### src/mtsx_pkg.sv
// Shared types, constants and byte helpers for the marker-tagged string patcher.
`timescale 1ns / 1ps

package mtsx_pkg;

   // Marker 2E 40 64 42 00 and the header that replaces it
   localparam logic [7:0] MARKER_START = 8'h2E;
   localparam logic [2:0] MARKER_LAST  = 3'd4;
   localparam logic [7:0] HEADER_BYTE  = 8'h21;
   localparam logic [7:0] STRING_END   = 8'h00;
   localparam logic [2:0] HEADER_LEN   = 3'd5;

   // Queue between the classifier and the byte emitter
   localparam int QUEUE_DEPTH = 4;
   localparam int QUEUE_PTR_W = $clog2(QUEUE_DEPTH);
   localparam int QUEUE_CNT_W = $clog2(QUEUE_DEPTH + 1);

   // One unit of work for the emitter. A spill job gives prefix_count marker
   // bytes, then data when has_byte is set. A header job gives '!' and the key.
   typedef struct packed {
      logic        is_header;
      logic [2:0]  prefix_count;
      logic        has_byte;
      logic [7:0]  data;
      logic [31:0] key;
      logic        eos;
   } job_type;

   // Byte of the marker at a position (0..4)
   function automatic logic [7:0] marker_byte(input logic [2:0] pos);
      logic [7:0] value;
      case (pos)
         3'd0:    value = 8'h2E;
         3'd1:    value = 8'h40;
         3'd2:    value = 8'h64;
         3'd3:    value = 8'h42;
         default: value = 8'h00;
      endcase
      return value;
   endfunction

   // Key byte, least significant first
   function automatic logic [7:0] key_byte(input logic [31:0] key, input logic [1:0] idx);
      logic [7:0] value;
      case (idx)
         2'd0:    value = key[7:0];
         2'd1:    value = key[15:8];
         2'd2:    value = key[23:16];
         default: value = key[31:24];
      endcase
      return value;
   endfunction

endpackage

### src/mtsx_front.sv
// Front end: accepts requests, tracks marker matching and string state, issues jobs.
`timescale 1ns / 1ps

module mtsx_front (
   input  logic                 clock,
   input  logic                 reset,
   input  logic                 req_valid,
   output logic                 req_ready,
   input  logic [7:0]           req_data_byte,
   input  logic [31:0]          req_string_key,
   input  logic                 req_end_of_stream,
   input  logic                 push_ready,
   output logic                 push_valid,
   output mtsx_pkg::job_type    push_job
);

   logic [2:0]  held_count_ff, held_count_in;
   logic        in_string_ff, in_string_in;
   logic [31:0] active_key_ff, active_key_in;
   logic [1:0]  key_index_ff, key_index_in;
   logic        accept;

   assign req_ready = push_ready;
   assign accept    = req_valid && push_ready;

   // Classify the request and build its job
   always_comb begin
      held_count_in = held_count_ff;
      in_string_in  = in_string_ff;
      active_key_in = active_key_ff;
      key_index_in  = key_index_ff;
      push_job      = '0;
      push_job.eos  = req_end_of_stream;
      if (accept) begin
         if (in_string_ff) begin
            // Scramble one string byte; the terminator ends the string
            push_job.has_byte = 1'b1;
            push_job.data     = req_data_byte ^ mtsx_pkg::key_byte(active_key_ff, key_index_ff);
            key_index_in      = key_index_ff + 2'd1;
            if (req_data_byte == mtsx_pkg::STRING_END) begin
               in_string_in = 1'b0;
            end
         end else if (req_data_byte == mtsx_pkg::marker_byte(held_count_ff)) begin
            if (held_count_ff == mtsx_pkg::MARKER_LAST) begin
               // Marker complete: emit header, start the string
               push_job.is_header = 1'b1;
               push_job.key       = req_string_key;
               held_count_in      = 3'd0;
               active_key_in      = req_string_key;
               key_index_in       = 2'd0;
               in_string_in       = 1'b1;
            end else begin
               // Hold one more prefix byte; spill it all at end of stream
               held_count_in = held_count_ff + 3'd1;
               if (req_end_of_stream) begin
                  push_job.prefix_count = held_count_ff + 3'd1;
               end
            end
         end else begin
            // Match broken: spill held bytes, then hold or pass the new one
            push_job.prefix_count = held_count_ff;
            if (req_data_byte == mtsx_pkg::MARKER_START && !req_end_of_stream) begin
               held_count_in = 3'd1;
            end else begin
               push_job.has_byte = 1'b1;
               push_job.data     = req_data_byte;
               held_count_in     = 3'd0;
            end
         end
         // End of stream returns to the starting state
         if (req_end_of_stream) begin
            held_count_in = 3'd0;
            in_string_in  = 1'b0;
            active_key_in = 32'd0;
            key_index_in  = 2'd0;
         end
      end
   end

   assign push_valid = accept &&
      (push_job.is_header || push_job.has_byte || (push_job.prefix_count != 3'd0));

   // Hold matching and string state
   always_ff @(posedge clock) begin
      if (reset) begin
         held_count_ff <= 3'd0;
         in_string_ff  <= 1'b0;
         active_key_ff <= 32'd0;
         key_index_ff  <= 2'd0;
      end else begin
         held_count_ff <= held_count_in;
         in_string_ff  <= in_string_in;
         active_key_ff <= active_key_in;
         key_index_ff  <= key_index_in;
      end
   end

   a_held_range: assert property (@(posedge clock) disable iff (reset)
      held_count_ff <= mtsx_pkg::MARKER_LAST)
      else $error("held count beyond marker prefix length");

   a_string_no_held: assert property (@(posedge clock) disable iff (reset)
      in_string_ff |-> (held_count_ff == 3'd0))
      else $error("bytes held while inside a string");

   a_eos_clears: assert property (@(posedge clock) disable iff (reset)
      (accept && req_end_of_stream) |=> (held_count_ff == 3'd0 && !in_string_ff))
      else $error("state not cleared after end of stream");

endmodule

### src/mtsx_queue.sv
// Short job queue between the front end and the emitter.
`timescale 1ns / 1ps

module mtsx_queue (
   input  logic              clock,
   input  logic              reset,
   input  logic              push_valid,
   input  mtsx_pkg::job_type push_job,
   output logic              push_ready,
   input  logic              pop,
   output logic              head_valid,
   output mtsx_pkg::job_type head_job
);

   mtsx_pkg::job_type                     slots_ff [mtsx_pkg::QUEUE_DEPTH];
   logic [mtsx_pkg::QUEUE_PTR_W-1:0]      wr_ptr_ff, wr_ptr_in;
   logic [mtsx_pkg::QUEUE_PTR_W-1:0]      rd_ptr_ff, rd_ptr_in;
   logic [mtsx_pkg::QUEUE_CNT_W-1:0]      count_ff, count_in;
   logic                                  do_push, do_pop;

   assign push_ready = (count_ff != mtsx_pkg::QUEUE_CNT_W'(mtsx_pkg::QUEUE_DEPTH));
   assign head_valid = (count_ff != '0);
   assign head_job   = slots_ff[rd_ptr_ff];
   assign do_push    = push_valid && push_ready;
   assign do_pop     = pop && head_valid;

   // Advance pointers and occupancy
   always_comb begin
      wr_ptr_in = do_push ? wr_ptr_ff + mtsx_pkg::QUEUE_PTR_W'(1) : wr_ptr_ff;
      rd_ptr_in = do_pop  ? rd_ptr_ff + mtsx_pkg::QUEUE_PTR_W'(1) : rd_ptr_ff;
      count_in  = count_ff;
      if (do_push && !do_pop) begin
         count_in = count_ff + mtsx_pkg::QUEUE_CNT_W'(1);
      end else if (do_pop && !do_push) begin
         count_in = count_ff - mtsx_pkg::QUEUE_CNT_W'(1);
      end
   end

   always_ff @(posedge clock) begin
      if (reset) begin
         wr_ptr_ff <= '0;
         rd_ptr_ff <= '0;
         count_ff  <= '0;
      end else begin
         wr_ptr_ff <= wr_ptr_in;
         rd_ptr_ff <= rd_ptr_in;
         count_ff  <= count_in;
      end
   end

   // Store pushed jobs
   always_ff @(posedge clock) begin
      if (do_push) begin
         slots_ff[wr_ptr_ff] <= push_job;
      end
   end

endmodule

### src/mtsx_back.sv
// Emitter: expands queued jobs into result bytes through an output register.
`timescale 1ns / 1ps

module mtsx_back (
   input  logic              clock,
   input  logic              reset,
   input  logic              head_valid,
   input  mtsx_pkg::job_type head_job,
   output logic              pop,
   output logic              rsp_valid,
   input  logic              rsp_ready,
   output logic [7:0]        rsp_out_byte,
   output logic              rsp_last_of_run,
   output logic              rsp_stream_done
);

   logic [2:0] idx_ff, idx_in;
   logic       rsp_valid_ff, rsp_valid_in;
   logic [7:0] rsp_out_byte_ff, rsp_out_byte_in;
   logic       rsp_last_of_run_ff, rsp_last_of_run_in;
   logic       rsp_stream_done_ff, rsp_stream_done_in;
   logic [2:0] total, last_idx;
   logic [7:0] cur_byte;
   logic       final_byte, emit;

   // Pick the byte at the current position of the head job
   always_comb begin
      if (head_job.is_header) begin
         total = mtsx_pkg::HEADER_LEN;
         if (idx_ff == 3'd0) begin
            cur_byte = mtsx_pkg::HEADER_BYTE;
         end else begin
            cur_byte = mtsx_pkg::key_byte(head_job.key, 2'(idx_ff - 3'd1));
         end
      end else begin
         total = head_job.prefix_count + {2'b00, head_job.has_byte};
         if (idx_ff < head_job.prefix_count) begin
            cur_byte = mtsx_pkg::marker_byte(idx_ff);
         end else begin
            cur_byte = head_job.data;
         end
      end
   end

   assign last_idx   = total - 3'd1;
   assign final_byte = (idx_ff == last_idx);
   assign emit       = head_valid && (!rsp_valid_ff || rsp_ready);
   assign pop        = emit && final_byte;

   // Load the output register and step through the job
   always_comb begin
      idx_in             = idx_ff;
      rsp_valid_in       = rsp_valid_ff && !rsp_ready;
      rsp_out_byte_in    = rsp_out_byte_ff;
      rsp_last_of_run_in = rsp_last_of_run_ff;
      rsp_stream_done_in = rsp_stream_done_ff;
      if (emit) begin
         rsp_valid_in       = 1'b1;
         rsp_out_byte_in    = cur_byte;
         rsp_last_of_run_in = final_byte;
         rsp_stream_done_in = final_byte && head_job.eos;
         idx_in             = final_byte ? 3'd0 : idx_ff + 3'd1;
      end
   end

   always_ff @(posedge clock) begin
      if (reset) begin
         idx_ff       <= 3'd0;
         rsp_valid_ff <= 1'b0;
      end else begin
         idx_ff       <= idx_in;
         rsp_valid_ff <= rsp_valid_in;
      end
      rsp_out_byte_ff    <= rsp_out_byte_in;
      rsp_last_of_run_ff <= rsp_last_of_run_in;
      rsp_stream_done_ff <= rsp_stream_done_in;
   end

   assign rsp_valid       = rsp_valid_ff;
   assign rsp_out_byte    = rsp_out_byte_ff;
   assign rsp_last_of_run = rsp_last_of_run_ff;
   assign rsp_stream_done = rsp_stream_done_ff;

   a_done_is_last: assert property (@(posedge clock) disable iff (reset)
      (rsp_valid_ff && rsp_stream_done_ff) |-> rsp_last_of_run_ff)
      else $error("stream done without last of run");

   a_idx_range: assert property (@(posedge clock) disable iff (reset)
      idx_ff <= mtsx_pkg::MARKER_LAST)
      else $error("emit position beyond five bytes");

   a_job_held: assert property (@(posedge clock) disable iff (reset)
      (idx_ff != 3'd0) |-> head_valid)
      else $error("job left the queue while partly emitted");

endmodule

### src/marker_tagged_string_xor_patcher.sv
// Top level of the marker-tagged string patcher: front end, job queue, emitter.
//
//   channel   direction  ports
//   req       in         req_valid/req_ready, data_byte, string_key, end_of_stream
//   rsp       out        rsp_valid/rsp_ready, out_byte, last_of_run, stream_done
//
// A request is taken every cycle while the four-entry job queue has room; the
// emitter gives one result byte per cycle unless rsp_ready stalls it, so a completed
// marker occupies it for its five header bytes and the queue absorbs the burst. A job
// is stored in a queue slot, then its bytes pass the emitter's output register. Reset
// clears match state, queue and output register.
// Either side may stall without losing or repeating a byte.
`timescale 1ns / 1ps

module marker_tagged_string_xor_patcher (
   input  logic        clock,
   input  logic        reset,
   input  logic        req_valid,
   output logic        req_ready,
   input  logic [7:0]  req_data_byte,
   input  logic [31:0] req_string_key,
   input  logic        req_end_of_stream,
   output logic        rsp_valid,
   input  logic        rsp_ready,
   output logic [7:0]  rsp_out_byte,
   output logic        rsp_last_of_run,
   output logic        rsp_stream_done
);

   logic              push_valid, push_ready, head_valid, pop;
   mtsx_pkg::job_type push_job, head_job;

   mtsx_front u_front (
      .clock             (clock),
      .reset             (reset),
      .req_valid         (req_valid),
      .req_ready         (req_ready),
      .req_data_byte     (req_data_byte),
      .req_string_key    (req_string_key),
      .req_end_of_stream (req_end_of_stream),
      .push_ready        (push_ready),
      .push_valid        (push_valid),
      .push_job          (push_job)
   );

   mtsx_queue u_queue (
      .clock      (clock),
      .reset      (reset),
      .push_valid (push_valid),
      .push_job   (push_job),
      .push_ready (push_ready),
      .pop        (pop),
      .head_valid (head_valid),
      .head_job   (head_job)
   );

   mtsx_back u_back (
      .clock           (clock),
      .reset           (reset),
      .head_valid      (head_valid),
      .head_job        (head_job),
      .pop             (pop),
      .rsp_valid       (rsp_valid),
      .rsp_ready       (rsp_ready),
      .rsp_out_byte    (rsp_out_byte),
      .rsp_last_of_run (rsp_last_of_run),
      .rsp_stream_done (rsp_stream_done)
   );

endmodule
### config.mk
export PLATFORM = sky130hd
export DESIGN_NAME = marker_tagged_string_xor_patcher
export DESIGN_NICKNAME = d
export VERILOG_FILES = /design/src/mtsx_pkg.sv /design/src/mtsx_front.sv /design/src/mtsx_queue.sv /design/src/mtsx_back.sv /design/src/marker_tagged_string_xor_patcher.sv
export SDC_FILE = /design/constraint.sdc
export NUM_CORES = 1
export LEC_CHECK = 0
export BUFFER_PORTS_ARGS = -buffer_cell sky130_fd_sc_hd__buf_2
export CAP_MARGIN = 10
export CELL_PAD_IN_SITES_DETAIL_PLACEMENT = 0
export CELL_PAD_IN_SITES_GLOBAL_PLACEMENT = 2
export CORE_AREA = 2 2 166 168
export CTS_CLUSTER_DIAMETER = 80
export DETAILED_ROUTE_END_ITERATION = 7
export DIE_AREA = 0 0 168 170
export PLACE_DENSITY = 0.75
export SKIP_CTS_REPAIR_TIMING = 1
export SLEW_MARGIN = 5
export SYNTH_ARGS = -nofsm -noshare
export SYNTH_HDL_FRONTEND = slang
export SYNTH_SLANG_ARGS = --single-unit
### constraint.sdc
create_clock -name clock -period 4.45 [get_ports clock]
set_input_delay 0.445 -clock clock [delete_from_list [all_inputs] [get_ports clock]]
set_output_delay 0.445 -clock clock [all_outputs]
set_load 0.02 [all_outputs]
==> impl_metrics.yaml <==
yosys:
  yosysUniqueCellTypes: 55
  ys_top_cells_by_count: "edfxtp_1 (194), nand2_1 (65), dfxtp_1 (51)"
  synth_top_area_share_pct: 55.0
  seq_area_frac_synth_pct: 64.6
  ys_ff_latch: 245
  synth_edf_count: 194
  synth_ff_type: "edfxtp_1"
  synth_top_cell_by_area: "edfxtp_1"
  synth_fp_nets: 823
  yosysMostFrequentCell: "edfxtp_1"
  netlist_top_cells_area: "edfxtp_1 (55%), mux4_2 (9.8%), dfxtp_1 (9.6%)"
  syn_avg_cell_area_um2: 14.1
  synthArstFlopShare_pct: 0
  syn_inst: 752
  synth_area_mm2: 0.0106
  ys_warn_count: 0
timing:
  fin_crit_ps: 4050
  finClkSkew_ps: 9.83
  setup_viol: 0
  hold_violations: 0
  worst_slew_margin_rel_pct: 47.3
  slew_violations: 0
  worstMarginPinSlew_ps: 790
  rsz0062_at_grt: "false"
  tns_ps: 0
  fin_ws_ps: 401
  post-route-period-util_pct: 91.0
  fmax_mhz: 247
outcome:
  status: "complete, no violations"
final_layout:
  diodes: 0
  finalInstanceArea_mm2: 0.0121
  area_growth_pct: 14.1
  stdcell_count: 1163
  fillCellCount: 2302
  layout.nets: 874
  multi_input_area_mm2: 0.00350
  regArea_mm2: 0.00685
  drive_gt1_share_pct: 20.6
  fin_util_pct: 45.4
critical_path:
  slowest_delay_ps: 580
  crit_chain: "mux4_2 > ha_1 > nor2b_1 > a22oi_2 > inv_1 > ha_1 > xnor2_1 > nor2_1 > mux2_4 > a2111oi_4 > nand2_2 > ha_1 > inv_1 > fa_1 > xor2_1 > or3_1 > a21oi_1"
  critical_path.most_common_cell: "ha_1"
  arrival_ps: 4500
  cp-start-kind: "flip-flop"
  critPathTopFamily: "adder cells"
  criticalPathCategory: "flip-flop to flip-flop"
  worstPathRequired_ps: 4900
  rr_endpoint: "u_queue.count_ff[2]"
  cp_max_fo: 11
  path_depth: 17
  crit_buf_inv: 2
  worstRegToRegCells: 17
  cp-end-kind: "flip-flop"
  crit_end: "u_queue.count_ff[2]"
  critical_path.slowest_cell: "mux4_2"
  r2r_slack_ps: 400
cts:
  cts.clk_slew.worst_paths_ps: 60
  cts_tree: "built"
  htreeDepth: 1
  clock_sinks: 245
  cts_buffer_depth: 3
  numCtsBuffers: 26
  cts_root_buffer: "clkbuf_16"
  insertion_delay_ps: 530
floorplanning:
  die_y_um: 170
  fp.dieArea_mm2: 0.0286
  die_w_um: 168
  num_rows: 60
  core_mm2: 0.0267
  ioPinCount: 57
  start_util_pct: 39.8
placement:
  port_buffers: 56
  dpl.hpwl_um: 15800
  dpl_worst_slack_ps: 398
  place.gp.congestion: 0.813
  postPlaceCellArea_mm2: 0.0113
  placed_cells: 1116
route:
  dr.first_iter.drc_count: 551
  drt-total-wl_um: 23600
  viasPerCell: 5.41
  drt_pre_antenna_iters: 5
  vias: 6292
  ant_nets: 0
  drc_errors: 0
  wire_per_inst_um: 20.3
global_route:
  grt_overflow: 0
  grt_busiest_layer: "met2"
  met2_usage_pct: 27.7
  antenna_found_initial: 0
  use_met3_pct: 2.21
  grt_pass1_vias: 6561
  gr-usage-all-layers_pct: 16.7
  use_met1_pct: 23.1
  grt_start_max_net_pins: 66
  grt_pass1_wl_um: 36900
power:
  leakage_uw: 0.00408
  power.density_mw_per_mm2: 509
  peakVddDrop_uv: 250
min_path:
  hp-class: "input port to flip-flop"
flow_run:
  max_cap_violations: 0
==> where the power goes <==
part	internal (µW)	switching [µW]	total, µW	leakage [µW]
combinational	464	723	1190	0.00149
sequential	2770	90.7	2860	0.00218
clock	1250	859	2110	0.000405
==> worst min-delay path, stage by stage <==
cell and delay (ps):
buf_2 110, nand2_1 50, o21ai_1 50
==> through the flow <==
stage               total power [µW]  hold WS (ps)
floorplan                       3720           436
global placement                4080           446
detailed placement              4120           450
CTS                             6240           154
global route                    6440           179
finish                          6160           169
==> sequential cells by signal (all words and copies together) (netlist names), named ones only <==
| signal | flops |
|---|---|
| u_queue.rd_ptr_ff | 2 |
| u_front.key_index_ff | 2 |
| u_back.rsp_valid | 1 |
| u_front.held_count_ff | 3 |
| u_front.in_string_ff | 1 |
| u_back.rsp_last_of_run | 1 |
| u_back.rsp_stream_done | 1 |
| u_queue.wr_ptr_ff | 2 |
| u_back.idx_ff | 3 |
| u_front.active_key_ff | 32 |
| u_queue.slots_ff | 184 |
| u_queue.count_ff | 3 |
| u_back.rsp_out_byte | 8 |
==> final cells by class <==
cell class | count | area share (%)
Timing Repair Buffer | 67 | 3.21
Multi-Input combinational cell | 438 | 28.9
Inverter | 25 | 0.776
Clock buffer | 32 | 5.57
Tap cell | 341 | 3.53
Sequential cell | 245 | 56.6
Clock inverter | 15 | 1.37
==> layer usage <==
layer / share of wire (%) / vias to the layer above
met5: 0 / -
met4: 2.4 / 0
met3: 4.9 / 34
met2: 47 / 174
met1: 46 / 3143
li1: - / 2941
==> how the worst min path moves through the flow <==
stage | cells past startpoint | to | start | slack, ps
2_1_floorplan | 2 | u_front.active_key_ff[0] | u_front.active_key_ff[0] | 440
3_3_place_gp | 2 | u_front.active_key_ff[26] | u_front.active_key_ff[26] | 450
3_5_place_dp | 2 | u_front.active_key_ff[14] | u_front.active_key_ff[14] | 450
4_1_cts | 3 | u_front.active_key_ff[14] | req_string_key[14] | 150
5_1_grt | 3 | u_front.active_key_ff[2] | req_string_key[2] | 180
6_report | 3 | u_front.active_key_ff[4] | req_string_key[4] | 170
==> cell families after synthesis <==
logic type	after synthesis	share of synthesized area, %
simple gates	217	10.0
xor+xnor	13	1.07
flops	245	64.6
compound gates	120	7.17
buf+inv	69	2.53
mux	62	11.4
fa+ha+maj	26	3.14
==> layout by cell type, fill, tap and decap left out, types with 4 or more instances in the layout <==
| cell type | synthesis | final |
|---|---|---|
| clkinv_1 | 0 | 5 |
| mux2_1 | 6 | 6 |
| a22oi_1 | 9 | 9 |
| o21ai_1 | 35 | 35 |
| inv_1 | 22 | 22 |
| and2_2 | 0 | 4 |
| mux2i_1 | 7 | 7 |
| ha_1 | 25 | 25 |
| and2_1 | 38 | 34 |
| buf_2 | 6 | 56 |
| xnor2_1 | 4 | 4 |
| nor3_1 | 7 | 7 |
| a21oi_1 | 39 | 39 |
| clkbuf_16 | 0 | 26 |
| o22ai_1 | 5 | 5 |
| xor2_1 | 9 | 9 |
| nand3_1 | 36 | 36 |
| clkbuf_1 | 32 | 6 |
| mux4_2 | 46 | 46 |
| nor2_1 | 36 | 35 |
| or3_1 | 6 | 6 |
| nor2b_1 | 6 | 6 |
| a222oi_1 | 8 | 8 |
| edfxtp_1 | 194 | 194 |
| buf_4 | 0 | 9 |
| nand2_1 | 65 | 65 |
| nand3b_1 | 6 | 6 |
| nand2b_1 | 4 | 4 |
| dfxtp_1 | 51 | 49 |
Power figures use the tool's default switching activity.
